### src/sv/fqr_pkg.sv
// fqr_pkg: shared types, sizes and codes for the FIFO queue with remove by identifier.
// No dependencies.
`timescale 1ns / 1ps
`default_nettype none
package fqr_pkg;
	localparam int QUEUE_DEPTH = 64;
	localparam int ID_WIDTH    = 6;
	localparam int CNT_WIDTH   = $clog2(QUEUE_DEPTH + 1);

	localparam logic [1:0] FUNC_PUSH   = 2'd0;
	localparam logic [1:0] FUNC_POP    = 2'd1;
	localparam logic [1:0] FUNC_REMOVE = 2'd2;
	localparam logic [1:0] FUNC_RSVD   = 2'd3;

	localparam logic [1:0] STAT_OK      = 2'd0;
	localparam logic [1:0] STAT_EMPTY   = 2'd1;
	localparam logic [1:0] STAT_NOMATCH = 2'd2;
	localparam logic [1:0] STAT_FULL    = 2'd3;

	typedef struct packed {
		logic [1:0]          func;
		logic [ID_WIDTH-1:0] id_in;
	} req_t;

	typedef struct packed {
		logic [1:0]           status;
		logic [ID_WIDTH-1:0]  id_out;
		logic                 now_empty;
		logic [CNT_WIDTH-1:0] occupancy_out;
	} rsp_t;

	typedef enum logic [2:0] {
		S_IDLE,
		S_POP,
		S_SCAN_RD,
		S_SCAN_CMP,
		S_SH_RD,
		S_SH_WR
	} state_t;
endpackage
`default_nettype wire

### src/sv/fifo_queue_with_remove_by_id.sv
// fifo_queue_with_remove_by_id: ordered identifier queue with push, pop and remove-first-match.
// Depends on fqr_pkg and fqr_ram.
`timescale 1ns / 1ps
`default_nettype none
//
// channel   | ports                 | handshake
// ----------+-----------------------+---------------------------------------
// request   | start, busy, req      | beat taken when start & !busy
// result    | done, rsp             | one-cycle strobe, cannot be stalled
//
// Steps: push and unused codes finish in the idle state; pop issues one RAM
// read in the idle state and takes the data in S_POP. Remove: the idle state
// takes the beat, then S_SCAN_RD and S_SCAN_CMP run per entry scanned from
// the head up to the match, then S_SH_RD and S_SH_WR per entry behind it to
// close the gap (read, write back), over the single RAM port pair.
// Reset clears count and head pointer; RAM contents need no clearing.
// The result is registered from the last step; busy drops in the cycle in which done rises.
module fifo_queue_with_remove_by_id (
	input  wire logic         clk,
	input  wire logic         arst_n,
	input  wire logic         start,
	input  wire fqr_pkg::req_t req,
	output logic              busy,
	output logic              done,
	output fqr_pkg::rsp_t     rsp
);
	localparam int QUEUE_DEPTH = fqr_pkg::QUEUE_DEPTH;
	localparam int ID_WIDTH    = fqr_pkg::ID_WIDTH;
	localparam int AW = (QUEUE_DEPTH > 1) ? $clog2(QUEUE_DEPTH) : 1;
	localparam int CW = fqr_pkg::CNT_WIDTH;

	// circular storage: logical slot 0 is at head_q
	function automatic logic [AW-1:0] phys(input logic [AW-1:0] head,
	                                       input logic [CW-1:0] off);
		logic [CW:0] s;
		s = (CW+1)'(head) + (CW+1)'(off);
		if (s >= (CW+1)'(QUEUE_DEPTH)) s = s - (CW+1)'(QUEUE_DEPTH);
		return s[AW-1:0];
	endfunction

	fqr_pkg::state_t state_q, state_d;
	logic [AW-1:0]       head_q, head_d;
	logic [CW-1:0]       count_q, count_d;
	logic [CW-1:0]       off_q, off_d;     // scan / shift position from head
	logic [ID_WIDTH-1:0] id_q, id_d;       // identifier being removed
	logic                done_q, done_d;
	fqr_pkg::rsp_t       rsp_q, rsp_d;

	logic                we, re;
	logic [AW-1:0]       waddr, raddr;
	logic [ID_WIDTH-1:0] wdata, rdata;
	logic [CW-1:0]       off_nx;

	fqr_ram #(.WIDTH(ID_WIDTH), .DEPTH(QUEUE_DEPTH)) u_ram (
		.clk  (clk),
		.we   (we),
		.waddr(waddr),
		.wdata(wdata),
		.re   (re),
		.raddr(raddr),
		.rdata(rdata)
	);

	assign off_nx = off_q + CW'(1);

	always_comb begin
		state_d = state_q;
		head_d  = head_q;
		count_d = count_q;
		off_d   = off_q;
		id_d    = id_q;
		done_d  = 1'b0;
		rsp_d   = rsp_q;
		rsp_d.status = fqr_pkg::STAT_OK;
		rsp_d.id_out = '0;
		we    = 1'b0;
		waddr = '0;
		wdata = '0;
		re    = 1'b0;
		raddr = '0;

		case (state_q)
			fqr_pkg::S_IDLE: begin
				if (start) begin
					id_d  = req.id_in;
					off_d = '0;
					case (req.func)
						fqr_pkg::FUNC_PUSH: begin
							if (count_q == CW'(QUEUE_DEPTH)) begin
								rsp_d.status = fqr_pkg::STAT_FULL;
							end else begin
								we      = 1'b1;
								waddr   = phys(head_q, count_q);
								wdata   = req.id_in;
								count_d = count_q + CW'(1);
							end
							done_d = 1'b1;
						end
						fqr_pkg::FUNC_POP: begin
							if (count_q == '0) begin
								rsp_d.status = fqr_pkg::STAT_EMPTY;
								done_d       = 1'b1;
							end else begin
								re      = 1'b1;
								raddr   = head_q;
								state_d = fqr_pkg::S_POP;
							end
						end
						fqr_pkg::FUNC_REMOVE: begin
							if (count_q == '0) begin
								rsp_d.status = fqr_pkg::STAT_NOMATCH;
								done_d       = 1'b1;
							end else begin
								state_d = fqr_pkg::S_SCAN_RD;
							end
						end
						default: done_d = 1'b1;
					endcase
				end
			end
			fqr_pkg::S_POP: begin
				rsp_d.id_out = rdata;
				head_d  = (head_q == AW'(QUEUE_DEPTH - 1)) ? '0 : head_q + AW'(1);
				count_d = count_q - CW'(1);
				done_d  = 1'b1;
				state_d = fqr_pkg::S_IDLE;
			end
			fqr_pkg::S_SCAN_RD: begin
				re      = 1'b1;
				raddr   = phys(head_q, off_q);
				state_d = fqr_pkg::S_SCAN_CMP;
			end
			fqr_pkg::S_SCAN_CMP: begin
				if (rdata == id_q) begin
					if (off_nx == count_q) begin
						// match is the last entry: nothing to shift
						count_d = count_q - CW'(1);
						done_d  = 1'b1;
						state_d = fqr_pkg::S_IDLE;
					end else begin
						state_d = fqr_pkg::S_SH_RD;
					end
				end else if (off_nx == count_q) begin
					rsp_d.status = fqr_pkg::STAT_NOMATCH;
					done_d       = 1'b1;
					state_d      = fqr_pkg::S_IDLE;
				end else begin
					off_d   = off_nx;
					state_d = fqr_pkg::S_SCAN_RD;
				end
			end
			fqr_pkg::S_SH_RD: begin
				re      = 1'b1;
				raddr   = phys(head_q, off_nx);
				state_d = fqr_pkg::S_SH_WR;
			end
			fqr_pkg::S_SH_WR: begin
				// move entry off+1 down to off
				we    = 1'b1;
				waddr = phys(head_q, off_q);
				wdata = rdata;
				off_d = off_nx;
				if (off_nx + CW'(1) == count_q) begin
					count_d = count_q - CW'(1);
					done_d  = 1'b1;
					state_d = fqr_pkg::S_IDLE;
				end else begin
					state_d = fqr_pkg::S_SH_RD;
				end
			end
			default: state_d = fqr_pkg::S_IDLE;
		endcase

		rsp_d.now_empty     = (count_d == '0);
		rsp_d.occupancy_out = count_d;
	end

	always_ff @(posedge clk or negedge arst_n) begin
		if (!arst_n) begin
			state_q <= fqr_pkg::S_IDLE;
			head_q  <= '0;
			count_q <= '0;
			done_q  <= 1'b0;
		end else begin
			state_q <= state_d;
			head_q  <= head_d;
			count_q <= count_d;
			done_q  <= done_d;
		end
	end

	always_ff @(posedge clk) begin
		off_q <= off_d;
		id_q  <= id_d;
		rsp_q <= rsp_d;
	end

	assign busy = (state_q != fqr_pkg::S_IDLE);
	assign done = done_q;
	assign rsp  = rsp_q;
endmodule
`default_nettype wire

### src/sv/fqr_ram.sv
// fqr_ram: generic simple dual-port RAM, one write port, one registered read port.
// No dependencies.
`timescale 1ns / 1ps
`default_nettype none
module fqr_ram #(
	parameter int WIDTH = 6,
	parameter int DEPTH = 64
) (
	input  wire logic                     clk,
	input  wire logic                     we,
	input  wire logic [$clog2(DEPTH)-1:0] waddr,
	input  wire logic [WIDTH-1:0]         wdata,
	input  wire logic                     re,
	input  wire logic [$clog2(DEPTH)-1:0] raddr,
	output logic      [WIDTH-1:0]         rdata
);
	logic [WIDTH-1:0] mem [DEPTH];

	always_ff @(posedge clk) begin
		if (we) mem[waddr] <= wdata;
		if (re) rdata <= mem[raddr];
	end
endmodule
`default_nettype wire
### config.mk
export PLATFORM = sky130hd
export DESIGN_NAME = fifo_queue_with_remove_by_id
export DESIGN_NICKNAME = d
export VERILOG_FILES = /design/src/sv/fqr_pkg.sv /design/src/sv/fifo_queue_with_remove_by_id.sv /design/src/sv/fqr_ram.sv
export SDC_FILE = /design/constraint.sdc
export NUM_CORES = 1
export LEC_CHECK = 0
export BUFFER_PORTS_ARGS = -buffer_cell sky130_fd_sc_hd__buf_2
export CORE_MARGIN = 2
export CORE_UTILIZATION = 47
export DETAILED_ROUTE_END_ITERATION = 7
export MAX_ROUTING_LAYER = met4
export PLACE_DENSITY = 0.64
export REMOVE_ABC_BUFFERS = 1
export SYNTH_ARGS = -nofsm -noshare
export SYNTH_HDL_FRONTEND = slang
export SYNTH_SLANG_ARGS = --single-unit
### constraint.sdc
create_clock -name clk -period 5.4 [get_ports clk]
set_input_delay 0.81 -clock clk [delete_from_list [all_inputs] [get_ports clk]]
set_output_delay 0.81 -clock clk [all_outputs]
set_load 0.01 [all_outputs]
# Yosys cells after proc, flatten, opt, wreduce, memory -nomap -nowiden

Memory sizes are Yosys's and may differ from the RTL's. A register that Yosys moved wholly into a read port is not among the register bits.
Index checks and enable logic that the tools add are counted.

$lt $le $gt $ge: 3
Eq/ne operators: 18
Reductions and logical operators: 11
Multiplexer cells: 60
Add/subtract/negate cells: 11

Operators by type and width:

| operator              | count |
|---|---|
| $mux W6               | 13 |
| $mux W7               | 9 |
| $pmux W7 S4           | 1 |
| $add A6 B7 Y8         | 3 |
| $ge A8 B7 Y1 const B  | 3 |
| $pmux W6 S2           | 2 |
| $add A7 B1 Y7 const B | 3 |
| $pmux W7 S3           | 1 |
| $mux W3               | 6 |
| $pmux W6 S3           | 1 |
| $sub A6 B1 Y6 const B | 3 |
| $pmux W3 S5           | 1 |
| $eq A7 B7 Y1          | 2 |
| $logic_not A7 Y1      | 2 |
| $mux W1               | 14 |
| $mux W2               | 6 |
| $reduce_and A4 Y1     | 2 |
| $eq A7 B7 Y1 const B  | 1 |
| $sub A7 B1 Y7 const B | 1 |
| $add A6 B1 Y6 const B | 1 |
| $eq A3 B2 Y1 const B  | 2 |
| $eq A3 B3 Y1 const B  | 2 |
| $eq A6 B6 Y1          | 1 |
| $eq A6 B6 Y1 const B  | 1 |
| other kinds (16)      | 22 |

Memory bits (writable): 384
Memories: 1
Bits in registers: 46
Output and inout bits: 18
Bits of input ports: 11
Word-level logic and storage cells: 114

Memory list:

| memory    | words | bits a word | read ports | clocked after Yosys merged registers in | wr ports | RTL line      | text |
|---|---|---|---|---|---|---|---|
| u_ram.mem | 64    | 6           | 1          | 1                                       | 1        | fqr_ram.sv:17 | `logic [WIDTH-1:0] mem [DEPTH];` |

# Depth between registers and ports, before layout

Gate-level depths: netlist of the first run.

Depth after elaboration: 7
Gate-level depth with buffers: 17
Mapped depth without buffers: 13

# By module

Synthesis of the first run repeated with hierarchy kept, for this count alone.

Cells, all modules: 1,111
Area, all modules: 18,795.5 µm²

Modules (own cells, without submodules):

| module                       | cells each | seq. area each (µm²) | area an instance (µm²) | instances |
|---|---|---|---|---|
| fqr_ram                      | 720        | 11,711.2             | 15,285.9               | 1 |
| fifo_queue_with_remove_by_id | 391        | 1,136.1              | 3,509.6                | 1 |

# Worst setup path after synthesis of the first run

Ideal clock, no wire load.

Path type: flip-flop to flip-flop
Start point: register off_q[1]
End point: register u_ram.rdata[3] (read register of u_ram.mem), data pin
Period minus slack after synthesis: 3.493 ns
Cell stages (with the launch flop): 15
Buffers on the path: 2
Setup time: 0.262 ns
Slack: 1.907 ns
Arrival time: 3.231 ns
Path through: edfxtp_1 ha_1 xnor2_1 inv_1 ha_1 xnor2_1 a22o_1 a21oi_2 clkbuf_1 clkbuf_1 nand3_1 a21oi_1 nor2_1 a211oi_1 nor3_1

Cells in the longest elaborated chain, start to end: 5
Elaborated cells between the ends (all ways): 10
Those cells by class: 5 x add/sub; 2 x order compare; 3 x mux

Ends and longest elaborated chain:

| element                                              | RTL line                            | text |
|---|---|---|
| start, declared                                      | fifo_queue_with_remove_by_id.sv:44  | `logic [CW-1:0] off_q, off_d;` |
| start signal, assigned                               | fifo_queue_with_remove_by_id.sv:193 | `off_q <= off_d;` |
| $add A7 B1 Y7 *                                      | fifo_queue_with_remove_by_id.sv:64  | `assign off_nx = off_q + CW'(1);` |
| net off_nx[2]                                        | fifo_queue_with_remove_by_id.sv:52  | `logic [CW-1:0] off_nx;` |
| $add A6 B7 Y8 *                                      | fifo_queue_with_remove_by_id.sv:36  | `s = (CW+1)'(head) + (CW+1)'(off);` |
| $ge A8 B7 Y1 / $sub A6 B1 Y6 (equally long branches) | fifo_queue_with_remove_by_id.sv:37  | `if (s >= (CW+1)'(QUEUE_DEPTH)) s = s - (CW+1)'(QUEUE_DEPTH);` |
| $mux W6 *                                            | fifo_queue_with_remove_by_id.sv:37  |  |
| $pmux W6 S3 *                                        | fifo_queue_with_remove_by_id.sv:82  | `case (state_q)` |
| end, declared                                        | fqr_ram.sv:15                       | `output logic [WIDTH-1:0] rdata` |

Mark *: on every way through the listed nets, which the timed path passes. The rest lies on a longest branch.
A chain may end at the register's enable or synchronous reset.

# Final worst setup path of the first run

Start point: register off_q[0]
End point: register u_ram.rdata[5] (read register of u_ram.mem), data pin

The elaborated chain is that of the path after synthesis.

==> metrics.txt, run 1 <==
status=finished, final reports clean; mux contribution to synthesized area=4.446%; Yosys reg bits=436; top cells by area, synth=edfxtp_1 (63%), nand2_1 (5.8%), mux2i_1 (4.0%); most numerous cell in the Yosys netlist=edfxtp_1; Final period util=85.11%; # hold bufs at CTS=0; Non-Filler Instances=2141; WP buf/inv=1; compound-cell area share of the yosys netlist=8.594%; largest vdd supply drop=0.5485 mV; Global Route Usage Sum=24.52%; Nets=1615; minimum clock period=4.596 ns; antenna viol nets, final=0; Leak Pwr=7.772 nW; clk buf depth=3; synthesized area=19330 um2; worst path cell trace=ha_1 -> xnor2_1 -> inv_1 -> ha_1 -> xnor2_1 -> a22o_1 -> a21oi_4 -> nand2_1 -> a211oi_1 -> a221oi_1 -> o22ai_1 -> a211o_1 -> a21oi_1; via/cell ratio=5.942; DPL Wire Length=32180 um; Slew HR=39.00%; Post-Route WL=49890 um; Crit-path slowest cell=edfxtp_1; post-synthesis xor/xnor area fraction=2.032%; multi-input combinational cell area=6071 um2; clk slew on worst S/H paths=0.06 ns; DR vias=12721; Least-Margin Pin Slew=0.9150 ns; first-pass GRT wire length=75540 um; max-capacitance violation count=0; Hold Path Class=in2async; register area=12850 um2; root buffer cell=clkbuf_16; setup bufs post-CTS=0; worst setup path endpoint=u_ram.rdata[5]$_DFFE_PP_; crit path kind=reg2reg; number of distinct library cells after synthesis=78; vias in the first global route=12531; drt initial violations=1333; 1st-pass router iterations=5; final slew viol count=0; RSZ-0062 raised after global routing=no; reg2reg end=u_ram.rdata[5]$_DFFE_PP_; R2R setup slack=0.80 ns; TritonCTS clock tree=done; placed cells=2061; number of flops mapped to enable cells by yosys=403; Yosys warnings=0; DRC Markers=0; Die Ht=206.8 um; CTS buffer count=45; power density cells=644.2 nW/um2; Most used DFF post-synth=edfxtp_1; # resized after CTS=0; Overflow after GRT=0; setup tns final=0 ns; syn_area_per_cell=12.46 um2; WP data arrival=4.91 ns; number of port buffers=28; max frequency=0.2176 GHz; Final Hold Fails=0; Synth Area in Adders=1.929%; CP endpoint kind=flip-flop; top cell types by occurrence after synthesis=edfxtp_1 (403), nand2_1 (299), nor2_1 (117), nand3_1 (103), mux2i_1 (78); CP startpoint kind=flip-flop; pin count of the biggest net entering global routing=75; final RePlAce weighted congestion=0.9193; largest family of logic cells by synthesized area=simple AND/OR/NAND/NOR gates; share of cells above drive strength 1=9.136%; Layout Skew=0.01683 ns; Max FO, Critical Path=19; async set-or-reset flop fraction in the synthesized netlist=3.899%; hold_ws=0.1980 ns; Synth area leader=edfxtp_1; reg2reg start=off_q[0]$_SDFFCE_PN0P_; die width=206.8 um; # diodes=0; CP top delay family=compound AO/OA/AOI/OAI gates; core region area=40740 um2; Levels on crit path=13; Worst-Skew Late Latency=0.57 ns; Yosys top cell area share=62.59%; row cnt=74; CP max stage delay=0.58 ns; fill count=3413; register area share after synthesis=66.45%; CTS Sinks=436; Reg2Reg Depth=13; final setup violation count=0; initial antenna violation count=0; Die Area=42770 um2; Area Growth Syn to Fin=11.71%; starting density of the core=47.46%; simple-gate share of the synthesized area=14.22%; total power=13.91 mW; Worst EP required=5.72 ns; H-tree depth=2; crit path launch=off_q[0]$_SDFFCE_PN0P_; routed length per instance=23.30 um; IO Count=29; cells after synthesis=1552
==> registers in the layout, summed over array words and instances, names as in the netlist <==
name / count
id_q: 6
rsp: 16
head_q: 6
off_q: 7
u_ram.mem: 384
u_ram.rdata: 6
state_q: 3
done: 1
count_q: 7
==> area by class of cell <==
class,instances,area share [%]
clock buffer,53,5.452
timing repair buffer,58,1.923
inverter,20,0.3476
clock inverter,27,1.599
multi-input combinational,1015,28.11
tap,532,3.082
sequential,436,59.49
==> cell families (layout without fill, tap and decap cells) <==
logic type,after synthesis,count (layout)
AO/OA/AOI/OAI,242,242
XOR/XNOR,40,40
adder cells (fa/ha/maj),28,28
buffers and inverters,101,158
flip-flops,436,436
multiplexers,85,85
AND/OR/NAND/NOR,620,620
==> metrics by stage <==
step           setup WS (ns)  cell area [um2]  util, %
3_5_place_dp          0.8308            20070    49.28
5_1_grt               0.4654            21600    53.01
4_1_cts               0.8146            21600    53.01
3_3_place_gp          0.8991            20070    49.28
2_1_floorplan         -3.160            18960        -
6_report              0.8039            21600    53.01
==> per-layer routing <==
| metal | GRT usage [%] | vias up | routed length [um] |
|---|---|---|---|
| met5 | - | - | 0 |
| li1 | - | 5816 | - |
| met4 | 8.131 | 0 | 1272 |
| met1 | 31.97 | 6246 | 20410 |
| met3 | 6.232 | 77 | 4837 |
| met2 | 37.72 | 582 | 23370 |
==> where the power goes <==
group / total (mW) / internal, mW / switching (mW) / leakage (nW)
Clock: 3.23 / 1.94 / 1.29 / 0.731
Sequential: 4.36 / 4.08 / 0.279 / 4.07
Combinational: 6.33 / 2.13 / 4.20 / 2.97
Total: 13.9 / 8.15 / 5.76 / 7.77
==> cells in the final DEF (no fill, tap or decap), types with 10 or more instances in the layout <==
master,instances
buf_2,28
a21oi_1,51
o21ai_0,34
dfxtp_1,16
o22ai_1,12
inv_1,19
a211oi_1,19
xor2_1,12
nand4_1,14
clkinv_1,11
nor3_1,11
nand2_1,299
ha_1,25
clkbuf_16,46
edfxtp_1,403
nor2_1,117
a21o_1,10
nand3_1,103
buf_4,26
and3_1,24
a211o_1,10
a31oi_1,19
mux2i_1,78
xnor2_1,25
dfrtp_1,17
a22oi_1,10
==> worst min path at each step <==
stage,endpoint
floorplan,count_q[0]$_DFF_PN0_
global placement,rsp[13]$_SDFF_PN0_
detailed placement,rsp[13]$_SDFF_PN0_
CTS,head_q[0]$_DFFE_PN0P_
global route,done$_DFF_PN0_
finish,done$_DFF_PN0_
Power figures use the tool's default switching activity.
==> inputs of run 2 (changes only) <==
Settings changed: PLACE_DENSITY 0.64 to 0.67.
Clock period 5.4 ns to 4 ns, I/O delays scaled along.
==> run 2 against run 1 <==
Against the previous run:
- sequential cell count is the same
- global-route usage grew 0.31 points
- clock skew is essentially flat
- worst setup slack lost 0.60 ns
- power grew 37%
- core utilization grew 2.5 points
- largest power group unchanged
==> metrics.txt, run 2 (same netlist as run 1, synthesis figures left out) <==
WP buf/inv=3 (was 1); crit path launch=count_q[0]$_DFF_PN0_ (was off_q[0]$_SDFFCE_PN0P_); Hold Startpoint=req[2]; Hold Path Class=in2reg (was in2async); largest vdd supply drop=0.4296 mV (was 0.5485 mV); die width=206.8 um (unchanged); most frequent cells in the layout=edfxtp_1 (403), nand2_1 (299), buf_4 (146), nor2_1 (117), nand3_1 (103) (was edfxtp_1 (403), nand2_1 (299), nor2_1 (117), nand3_1 (103), mux2i_1 (78)); setup tns final=0 ns (unchanged); Area Growth Syn to Fin=16.88% (was 11.71%); root buffer cell=clkbuf_16 (unchanged); internal power=11.23 mW (was 8.150 mW); WHS Path Cells=1; antenna viol nets, final=0 (unchanged); Top reg by flops=u_ram.mem (unchanged); CP startpoint kind=flip-flop (unchanged); R2R setup slack=0.21 ns (was 0.80 ns); DP Worst Slack=0.1632 ns (was 0.8308 ns); share of cells above drive strength 1=15.93% (was 9.136%); Leak Pwr=8.443 nW (was 7.772 nW); minimum clock period=3.793 ns (was 4.596 ns); final critical-path setup slack=0.2070 ns (was 0.8039 ns); final setup violation count=0 (unchanged); clk buf depth=3 (unchanged); Slew HR=41.67% (was 39.00%); commonest non-fill, non-tap cell in the layout=edfxtp_1 (unchanged); Least-Margin Pin Slew=0.8717 ns (was 0.9150 ns); Final Hold Fails=0 (unchanged); CTS Sinks=436 (unchanged); final RePlAce weighted congestion=0.9179 (was 0.9193); Post-Route WL=50410 um (was 49890 um); CP endpoint kind=flip-flop (unchanged); routed length per instance=22.19 um (was 23.30 um); Overflow after GRT=0 (unchanged); WHS Endpoint=id_q[2]$_DFFE_PP_; crit path kind=reg2reg (unchanged); RSZ-0062 raised after global routing=no (unchanged); DR vias=13427 (was 12721); drt initial violations=1514 (was 1333); row cnt=74 (unchanged); Layout Skew=0.01637 ns (was 0.01683 ns); DPL Wire Length=32480 um (was 32180 um); core region area=40740 um2 (unchanged); IO Count=29 (unchanged); Die Ht=206.8 um (unchanged); starting density of the core=47.46% (unchanged); number of port buffers=28 (unchanged); pin count of the biggest net entering global routing=65 (was 75); Final period util=94.82% (was 85.11%); post-layout util=55.47% (was 53.01%); Clock power frac=21.6% (was 23.2%); total power=19.00 mW (was 13.91 mW); Non-Filler Instances=2272 (was 2141); Crit-path slowest cell=a21oi_4 (was edfxtp_1); fill count=3350 (was 3413); clk slew on worst S/H paths=0.07 ns (was 0.06 ns); status=finished, final reports clean (unchanged); CP top delay family=compound AO/OA/AOI/OAI gates (unchanged); reg2reg end=u_ram.rdata[3]$_DFFE_PP_ (was u_ram.rdata[5]$_DFFE_PP_); CTS buffer count=44 (was 45); max frequency=0.2636 GHz (was 0.2176 GHz); DRC Markers=0 (unchanged); Sw Pwr=7.771 mW (was 5.764 mW); via/cell ratio=5.910 (was 5.942); vias in the first global route=13185 (was 12531); Comb pwr share=48.1% (was 45.5%); Nets=1744 (was 1615); CP max stage delay=0.66 ns (was 0.58 ns); Max FO, Critical Path=24 (was 19); first-pass GRT wire length=76870 um (was 75540 um); power density cells=840.7 nW/um2 (was 644.2 nW/um2); initial antenna violation count=1 (was 0); worst path cell trace=inv_1 -> ha_1 -> nor3b_2 -> a211oi_4 -> buf_4 -> a21oi_4 -> buf_4 -> mux2i_1 -> mux2i_1 -> a21oi_1 -> a211oi_1 -> nor3_1 (was ha_1 -> xnor2_1 -> inv_1 -> ha_1 -> xnor2_1 -> a22o_1 -> a21oi_4 -> nand2_1 -> a211oi_1 -> a221oi_1 -> o22ai_1 -> a211o_1 -> a21oi_1); Die Area=42770 um2 (unchanged); placed cells=2190 (was 2061); 1st-pass router iterations=5 (unchanged); switching part of the total power=40.91% (was 41.43%); Worst EP required=4.32 ns (was 5.72 ns); Worst-Skew Late Latency=0.58 ns (was 0.57 ns); max reg flops=384 (unchanged); Placement Cell Area=21160 um2 (was 20070 um2); max-capacitance violation count=0 (unchanged); TritonCTS clock tree=done (unchanged); final slew viol count=0 (unchanged); Global Route Usage Sum=24.82% (was 24.52%); fin area=22600 um2 (was 21600 um2); H-tree depth=2 (unchanged); WP data arrival=4.12 ns (was 4.91 ns); sequential power share=30.3% (was 31.3%); reg2reg start=count_q[0]$_DFF_PN0_ (was off_q[0]$_SDFFCE_PN0P_); hold_ws=0.2289 ns (was 0.1980 ns); Reg2Reg Depth=12 (was 13)
-- run 2: changes by cell type in the layout (fill, tap and decap cells not counted), sizes merged, moves of 3 or more --
cell	before	now
buf	58	187
bufinv	8	4
clkbuf	53	56
clkinv	16	19
-- run 2: worst max path at each step --
stage / to / slack, ns / cells after the start
floorplan: u_ram.rdata[3]$_DFFE_PP_ / -4.56 / 10
global placement: u_ram.rdata[3]$_DFFE_PP_ / 0.19 / 12
detailed placement: u_ram.rdata[3]$_DFFE_PP_ / 0.16 / 11
CTS: u_ram.rdata[2]$_DFFE_PP_ / 0.18 / 11
global route: u_ram.rdata[3]$_DFFE_PP_ / 0.004 / 13
finish: u_ram.rdata[3]$_DFFE_PP_ / 0.21 / 12
-- run 2: power groups by stage --
stage	Combinational (mW)	Sequential, mW	Clock (mW)
after floorplan	5.33	5.89	0
after global placement	8.85	5.84	0
after detailed placement	8.96	5.85	0
after CTS	9.01	5.76	4.15
after global routing	9.89	5.80	4.35
final	9.13	5.77	4.10
-- run 2: final cells by class --
type                    instances  area, um2  share of cell area (%)
repair buffers                188       1506                   6.666
inverters                      20      75.07                  0.3322
clock buffers                  56       1199                   5.304
flip-flops and latches        436      12850                   56.85
diodes                          1      2.502                 0.01107
clock inverters                24      230.2                   1.019
well taps                     532      665.6                   2.946
multi-input cells            1015       6072                   26.87
-- run 2: worst register-to-register path, stage by stage, from the launching register on --
cell	delay, ns
dfrtp_1	0.38
inv_1	0.11
ha_1	0.17
nor3b_2	0.30
a211oi_4	0.18
buf_4	0.19
a21oi_4	0.66
buf_4	0.49
mux2i_1	0.17
mux2i_1	0.27
a21oi_1	0.20
a211oi_1	0.33
nor3_1	0.10
-- run 2: what timing repair did --
action,4_1_cts,5_1_grt
hold buffers,1,0
resized for setup,0,2
setup buffers,0,0
endpoints found under the setup margin,0,5
endpoints found under the hold margin,17,0
-- run 2: layer usage --
layer / global-route usage, % / wire, um / part of all wire, %
met1: 33.29 / 21090 / 42
met2: 37.43 / 22950 / 46
met3: 5.746 / 4934 / 9.8
met4: 8.536 / 1434 / 2.8
met5: - / 0 / 0
